### config.mk
export PLATFORM = sky130hd
export DESIGN_NAME = afc_plane_regs
export DESIGN_NICKNAME = d
export VERILOG_FILES = /design/src/hw/rtl/afc_pkg.sv /design/src/hw/rtl/afc_plane_regs.sv
export SDC_FILE = /design/constraint.sdc
export NUM_CORES = 1
export LEC_CHECK = 0
export BUFFER_PORTS_ARGS = -buffer_cell sky130_fd_sc_hd__buf_2
export CORE_MARGIN = 1.5
export CORE_UTILIZATION = 35
export CTS_BUF_LIST = sky130_fd_sc_hd__clkbuf_8
export CTS_CLUSTER_SIZE = 12
export DETAILED_ROUTE_END_ITERATION = 6
export HOLD_SLACK_MARGIN = 0.06
export PLACE_DENSITY = 0.66
export SLEW_MARGIN = 15
export SYNTH_ARGS = -nofsm -noshare
export SYNTH_HDL_FRONTEND = slang
export SYNTH_SLANG_ARGS = --single-unit
### constraint.sdc
create_clock -name clk -period 2.25 [get_ports clk]
set_clock_uncertainty 0.05 [all_clocks]
set_input_delay 0.225 -clock clk [delete_from_list [all_inputs] [get_ports clk]]
set_output_delay 0.225 -clock clk [all_outputs]
set_load 0.05 [all_outputs]
### src/hw/rtl/afc_pkg.sv
// shared types and constants for the box versus frustum classifier
package afc_pkg;

	localparam int NUM_PLANES_DEF = 6;
	localparam int PLANE_REGS     = 6;
	localparam int CORNERS        = 8;
	localparam int COORD_W        = 16;
	localparam int Q_SHIFT        = 14;
	localparam int PROD_W         = 2 * COORD_W;
	localparam int DQ_W           = COORD_W + Q_SHIFT;
	localparam int SUM_W          = PROD_W + 2;
	localparam int CFG_IDX_W      = 3;
	localparam int CFG_DATA_W     = 64;
	localparam int IN_TDATA_W     = 6 * COORD_W;
	localparam int OUT_TDATA_W    = 8;

	// packed as in the plane register: a lowest, d highest
	typedef struct packed {
		logic [COORD_W-1:0] d;
		logic [COORD_W-1:0] c;
		logic [COORD_W-1:0] b;
		logic [COORD_W-1:0] a;
	} plane_t;

	// packed as on the input stream: min_x lowest
	typedef struct packed {
		logic [COORD_W-1:0] max_z;
		logic [COORD_W-1:0] max_y;
		logic [COORD_W-1:0] max_x;
		logic [COORD_W-1:0] min_z;
		logic [COORD_W-1:0] min_y;
		logic [COORD_W-1:0] min_x;
	} box_t;

	// per plane partial products, all signed two's complement
	typedef struct packed {
		logic [PROD_W-1:0] ax_lo;
		logic [PROD_W-1:0] ax_hi;
		logic [PROD_W-1:0] by_lo;
		logic [PROD_W-1:0] by_hi;
		logic [PROD_W-1:0] cz_lo;
		logic [PROD_W-1:0] cz_hi;
		logic [DQ_W-1:0]   d_q;
	} prod_t;

	typedef enum logic [1:0] {
		VIS_OUTSIDE   = 2'd0,
		VIS_INTERSECT = 2'd1,
		VIS_INSIDE    = 2'd2
	} vis_t;

endpackage

### src/hw/rtl/afc_plane_regs.sv
// plane coefficient register file written through the configuration channel
module afc_plane_regs (
	input  logic                                      clk,
	input  logic                                      arst_n,
	input  logic                                      wr_en,
	input  logic [afc_pkg::CFG_IDX_W-1:0]             wr_index,
	input  logic [afc_pkg::CFG_DATA_W-1:0]            wr_data,
	output afc_pkg::plane_t [afc_pkg::PLANE_REGS-1:0] planes
);

	afc_pkg::plane_t [afc_pkg::PLANE_REGS-1:0] planes_q;

	always_ff @(posedge clk or negedge arst_n) begin
		if (!arst_n) begin
			planes_q <= '0;
		end else if (wr_en) begin
			for (int i = 0; i < afc_pkg::PLANE_REGS; i++) begin
				if (wr_index == afc_pkg::CFG_IDX_W'(i)) begin
					planes_q[i] <= afc_pkg::plane_t'(wr_data);
				end
			end
		end
	end

	assign planes = planes_q;

	a_write_lands: assert property (@(posedge clk) disable iff (!arst_n)
		(wr_en && wr_index == '0) |=> planes_q[0] == $past(wr_data))
		else $error("plane 0 write not stored");

	a_high_index_ignored: assert property (@(posedge clk) disable iff (!arst_n)
		(wr_en && wr_index >= afc_pkg::CFG_IDX_W'(afc_pkg::PLANE_REGS)) |=> $stable(planes_q))
		else $error("write beyond the plane registers changed a plane");

endmodule

==> results of run 1 <==
cell usage in the layout (no fill, tap or decap):
cell / count
mux2_2: 194
inv_1: 22
clkinvlp_4: 1
clkbuf_8: 85
nand4b_1: 2
buf_8: 1
clkinv_2: 4
mux2_4: 190
dlygate4sd3_1: 67
buf_4: 7
dfrtp_1: 384
buf_2: 452
bufinv_16: 1
buf_12: 16
nor4b_4: 1
and4bb_4: 3
routing by layer:
layer  part of all wire [%]  GRT usage [%]  vias to the layer above
li1                       -              -                     4043
met2                     50           29.2                      311
met4                    3.0           7.56                        0
met5                      0              0                        -
met1                     41           20.8                     4764
met3                    6.5           5.54                       83
stage by stage:
| stage | worst slack [ps] | hold slack, ps |
|---|---|---|
| final | 381 | 194 |
| after global routing | 266 | 147 |
| after CTS | 400 | 118 |
| after detailed placement | 539 | 152 |
| after global placement | 568 | 149 |
| after floorplan | 899 | -121 |
final timing paths:
kind,to,slack [ps]
max in group clk,planes[158],690
hold reg to reg,planes[246],450
min in group asynchronous,planes[337],660
setup / recovery,planes[122],380
hold / removal,planes[165],190
setup reg to reg,planes[173],1410
power breakdown:
group          internal, mW  leakage, nW  switching (mW)  total [mW]
combinational          2.75         4.49            7.10        9.85
sequential             8.44         4.61           0.828        9.27
clock                  3.48        0.758            2.78        6.26
total                  14.7         9.86            10.7        25.4
synth_stat cells:
cell	number
nor4b_2	1
mux2_2	194
buf_2	2
and4bb_1	3
nand4b_1	2
buf_12	24
dfrtp_1	384
mux2_4	190
buf_6	4
buf_4	12
cell type report:
cell class / instances / area [µm²] / share of cell area, %
clock buffers: 85 / 1170 / 5.82
clock inverters: 28 / 140 / 0.697
multi-input cells: 390 / 5130 / 25.5
flip-flops and latches: 384 / 9610 / 47.8
well taps: 585 / 732 / 3.64
repair buffers: 543 / 3320 / 16.5
what timing repair did:
action,in CTS,in global routing
hold buffers,67,0
resized for setup,0,0
endpoints found under the hold margin,768,0
logic make-up after synthesis:
logic type	Yosys count
multiplexers	384
AND/OR/NAND/NOR	6
flip-flops	384
buffers and inverters	42
==> key figures, run 1 <==
Detailed routing
  – Vias/cell: 4.57
  – Via Count: 9201
  – Routed Wire Length: 39500 µm
  – Wire length per cell: 19.6 µm
  – DRC: 0
  – Initial DRC Count: 339
  – Antenna-violating nets left: 0
  – Drt first pass iters: 4

Place
  – Placed Area: 18100 µm²
  – Detailed Place HPWL: 25600 µm
  – Gp weighted congestion: 0.770
  – PortBufs: 453
  – Placed Cells: 1835

GRT
  – Antenna violations before repair: 0
  – Number of global-route vias before repair: 10000
  – Global-route wire length before repair: 60000 µm
  – Pin count of the biggest net entering global routing: 78
  – GRT Total Usage: 17.5%
  – Global route overflow: 0

Clock network
  – Clock Sink Count: 384
  – Clock latency at the later pin of the worst-skew pair: 610 ps
  – CTS tree: done
  – H-tree depth: 3
  – Num CTS Buffers: 68
  – Total setup buffers inserted after CTS: 0
  – CTS root buffer: clkbuf_8
  – Clk slew on worst S/H paths: 60 ps
  – Clock Path Buffers: 3

Worst hold path
  – HP Start: wr_en
  – WHS Path Cells: 3
  – Min-Delay Path Class: in -> reg

Yosys
  – Synth unique cells: 10
  – Post-Synth XOR/XNOR Area: 0%
  – Leading area contributor after synthesis: dfrtp_1
  – Main combinational cell family by area after synthesis: multiplexers
  – Synth Area in Simple Gates: 0.457%
  – Compound-Gate Fraction of Synth Area: 0%
  – Adder-cell share of the synthesized area: 0%
  – Mapped Cells: 816
  – #FFs+latches synth: 384
  – Syn_nets: 886
  – Avg Cell Area, Syn: 18.8 µm²
  – Mux contribution to synthesized area: 32.8%
  – Area of the mapped netlist: 15300 µm²
  – Share of the synthesized area in the top cell type: 62.6%
  – Ys Warns: 0
  – Sequential-to-total area share from yosys stat: 62.6%
  – Leading post-synthesis cells by cell area: dfrtp_1, mux2_4, mux2_2, buf_12, buf_4

Critical path
  – Critical path launch point: arst_n
  – CP Cell Sequence: dlygate4sd3_1 > dlygate4sd3_1 > buf_8 > dlygate4sd3_1
  – Crit Path Class: in -> async
  – CP Max Fanout: 49
  – Worst path most repeated cell: dlygate4sd3_1
  – Slowest cell delay on critical path: 840 ps
  – Buf/Inv on CP: 4
  – Crit start category: input port
  – CP top delay family: buffers and inverters
  – Worst EP required: 2960 ps
  – Stages on worst setup path: 4
  – Crit end category: async pin
  – R2R Path Start: planes[173]
  – Crit-path slowest cell: dlygate4sd3_1
  – Arrival time worst endpoint: 2580 ps
  – R2r worst-path depth: 1

Run
  – Max cap viols: 0

Floorplan
  – Starting Density: 35.5%
  – Row count: 76
  – Io pins: 454
  – Die height: 212 µm
  – Total die area: 45100 µm²
  – Die Width: 212 µm
  – Core Area: 43200 µm²

Timing
  – Max_slew headroom: 67.9%
  – Max Clock Freq: 535 MHz
  – Final setup viols: 0
  – Fin. max-slew vios: 0
  – Worst-margin pin slew: 481 ps
  – TNS Setup: 0 ps
  – RSZ-0062 raised after global routing: no
  – Crit path time final: 1870 ps
  – Endpoints failing hold: 0
  – Period utilisation layout: 83.0%

Final layout
  – Finished layout cell area: 20100 µm²
  – Fin util: 46.6%
  – Max reg flops: 384
  – N_diodes: 0
  – Fin cells: 2015
  – Layout cell share with drive strength beyond 1: 66.8%
  – FILL cells: 3851
  – Area Growth Syn to Fin: 31.0%
  – Nets: 1457

Outcome
  – Run status: completed

Power
  – Leak: 9.86 nW
  – Power Dens Cells: 1260 nW/µm²
  – Total power draw: 25.4 mW
  – Worst vdd ir: 673 µV
Power figures use the tool's default switching activity.
==> run 2, diff against run 1 <==
--- a/config.mk
+++ b/config.mk
@@ -12,7 +12,7 @@
 export CTS_CLUSTER_SIZE = 12
 export DETAILED_ROUTE_END_ITERATION = 6
 export HOLD_SLACK_MARGIN = 0.06
-export PLACE_DENSITY = 0.66
+export PLACE_DENSITY = 0.68
 export SLEW_MARGIN = 15
 export SYNTH_ARGS = -nofsm -noshare
 export SYNTH_HDL_FRONTEND = slang
==> constraint.sdc (replaced) <==
create_clock -name clk -period 1.6 [get_ports clk]
set_clock_uncertainty 0.05 [all_clocks]
set_input_delay 0.16 -clock clk [delete_from_list [all_inputs] [get_ports clk]]
set_output_delay 0.16 -clock clk [all_outputs]
set_load 0.05 [all_outputs]
==> run 2 against run 1 <==
Effect of this change:
- register-to-register slack worse by 660 ps
- routed wire length is 2.6% higher
- die area did not move
- power rose by 41%
- via count increased by 1.6%
- worst setup slack worse by 270 ps
- largest power group unchanged
==> key figures, run 2 (synthesized netlist as in run 1, its figures left out) <==
Clock network
  – Clock Path Buffers: 3 (unchanged)
  – Num CTS Buffers: 68 (unchanged)
  – Clk slew on worst S/H paths: 60 ps (about the same)
  – Clock Sink Count: 384 (unchanged)
  – H-tree depth: 3 (unchanged)
  – CTS hold repair buffers: 67 (unchanged)
  – PostCTS Resize Cnt: 0 (unchanged)
  – CTS root buffer: clkbuf_8 (unchanged)
  – Clock latency at the later pin of the worst-skew pair: 600 ps (was 610 ps)
  – CTS tree: done (unchanged)
  – Total setup buffers inserted after CTS: 0 (unchanged)

Critical path
  – CP Cell Sequence: buf_2 (was dlygate4sd3_1 > dlygate4sd3_1 > buf_8 > dlygate4sd3_1)
  – Slowest cell delay on critical path: 380 ps (was 840 ps)
  – Crit end category: output pin (was async pin)
  – Worst EP required: 1390 ps (was 2960 ps)
  – Arrival time worst endpoint: 1280 ps (was 2580 ps)
  – CP Max Fanout: 2 (was 49)
  – Crit-path slowest cell: dfrtp_1 (was dlygate4sd3_1)
  – Crit start category: register (was input port)
  – Crit Path Class: reg -> out (was in -> async)
  – CP top delay family: flip-flops (was buffers and inverters)
  – Buf/Inv on CP: 1 (was 4)

Timing
  – Period utilisation layout: 92.9%
  – Max_slew headroom: 66.7% (was 67.9%)
  – Final hold slack: 143 ps (was 194 ps)
  – Crit path time final: 1490 ps
  – Max Clock Freq: 673 MHz
  – Endpoints failing hold: 0 (unchanged)
  – Worst-margin pin slew: 499 ps (was 481 ps)
  – Final setup viols: 0 (unchanged)
  – TNS Setup: 0 ps (unchanged)
  – RSZ-0062 raised after global routing: no (unchanged)
  – Fin. max-slew vios: 0 (unchanged)

Final layout
  – FILL cells: 3737 (was 3851)
  – Area Growth Syn to Fin: 32.5% (was 31.0%)
  – Max reg flops: 384 (unchanged)
  – Finished layout cell area: 20300 µm² (was 20100 µm²)
  – Nets: 1478 (was 1457)
  – Commonest non-fill, non-tap cells in the layout: buf_2, dfrtp_1, mux2_2 (unchanged)
  – Fin util: 47.1% (was 46.6%)
  – Layout cell share with drive strength beyond 1: 67.1% (was 66.8%)
  – Fin cells: 2040 (was 2015)
  – Commonest non-fill, non-tap cell in the layout: buf_2 (unchanged)
  – N_diodes: 0 (unchanged)

Detailed routing
  – Routed Wire Length: 40600 µm (was 39500 µm)
  – Wire length per cell: 19.9 µm (was 19.6 µm)
  – Drt first pass iters: 4 (unchanged)
  – Antenna-violating nets left: 0 (unchanged)
  – Vias/cell: 4.58 (was 4.57)
  – DRC: 0 (unchanged)
  – Via Count: 9348 (was 9201)
  – Initial DRC Count: 345 (was 339)

Floorplan
  – Row count: 76 (unchanged)
  – Total die area: 45100 µm² (unchanged)
  – Starting Density: 35.5% (unchanged)
  – Die height: 212 µm (unchanged)
  – Core Area: 43200 µm² (unchanged)
  – Io pins: 454 (unchanged)
  – Die Width: 212 µm (unchanged)

Run
  – Max cap viols: 0 (unchanged)

GRT
  – GRT Total Usage: 17.7% (was 17.5%)
  – Pin count of the biggest net entering global routing: 52 (was 78)
  – Global route overflow: 0 (unchanged)
  – Antenna violations before repair: 0 (unchanged)
  – Number of global-route vias before repair: 10100 (was 10000)
  – Global-route wire length before repair: 60500 µm (was 60000 µm)

Power
  – Leak: 10.0 nW (was 9.86 nW)
  – Worst vdd ir: 1110 µV (was 673 µV)
  – Power Dens Cells: 1760 nW/µm² (was 1260 nW/µm²)

Place
  – Placed Cells: 1856 (was 1835)
  – Gp weighted congestion: 0.776 (was 0.770)
  – Detailed Place HPWL: 27200 µm (was 25600 µm)
  – PortBufs: 453 (unchanged)
  – Placed Area: 18300 µm² (was 18100 µm²)

Worst hold path
  – Min-Delay Path Class: in -> reg (unchanged)

Outcome
  – Run status: completed (unchanged)
## run 2: cell count changes in the layout (fill, tap and decap cells not counted), sizes merged
cell	previous run	this run
clkinv	4	1
bufinv	1	0
inv	22	26
clkbuf	85	88
buf	476	497
clkinvlp	1	2
## run 2: cell type report
class | count | area (µm²) | area share, %
sequential | 384 | 9610 | 47.3
multi-input combinational | 390 | 5130 | 25.2
timing repair buffer | 564 | 3530 | 17.4
clock buffer | 88 | 1210 | 5.96
tap | 585 | 732 | 3.60
clock inverter | 29 | 118 | 0.579
## run 2: path summary, 6_finish.rpt
check,startpoint,end,slack (ps),cells past startpoint
max,planes[146],planes[146],110,1
min,wr_index[2],planes[297],140,3
max reg2reg,planes[86],planes[86],750,1
min reg2reg,planes[232],planes[232],450,1
max in group asynchronous,arst_n,planes[15],120,4
min in group asynchronous,arst_n,planes[379],580,3
## run 2: routing by layer
layer / part of all wire [%] / vias to the layer above / GRT usage, %
met5: 0 / - / 0
met4: 3.5 / 0 / 8.09
li1: - / 4090 / -
met2: 50 / 331 / 29.6
met3: 6.0 / 87 / 5.45
met1: 40 / 4840 / 21.0
## run 2: where the power goes
group / switching (mW) / internal (mW) / leakage (nW)
Combinational: 10.0 / 3.89 / 4.61
Clock: 3.92 / 4.89 / 0.775
Sequential: 1.17 / 11.9 / 4.61
## run 2: stage by stage
stage                     total power, mW  setup WS [ps]
after floorplan                      23.4            314
after CTS                            36.1           28.8
after global placement               26.8           30.7
final                                35.8            113
after detailed placement             27.0           23.6
after global routing                 37.2           18.6
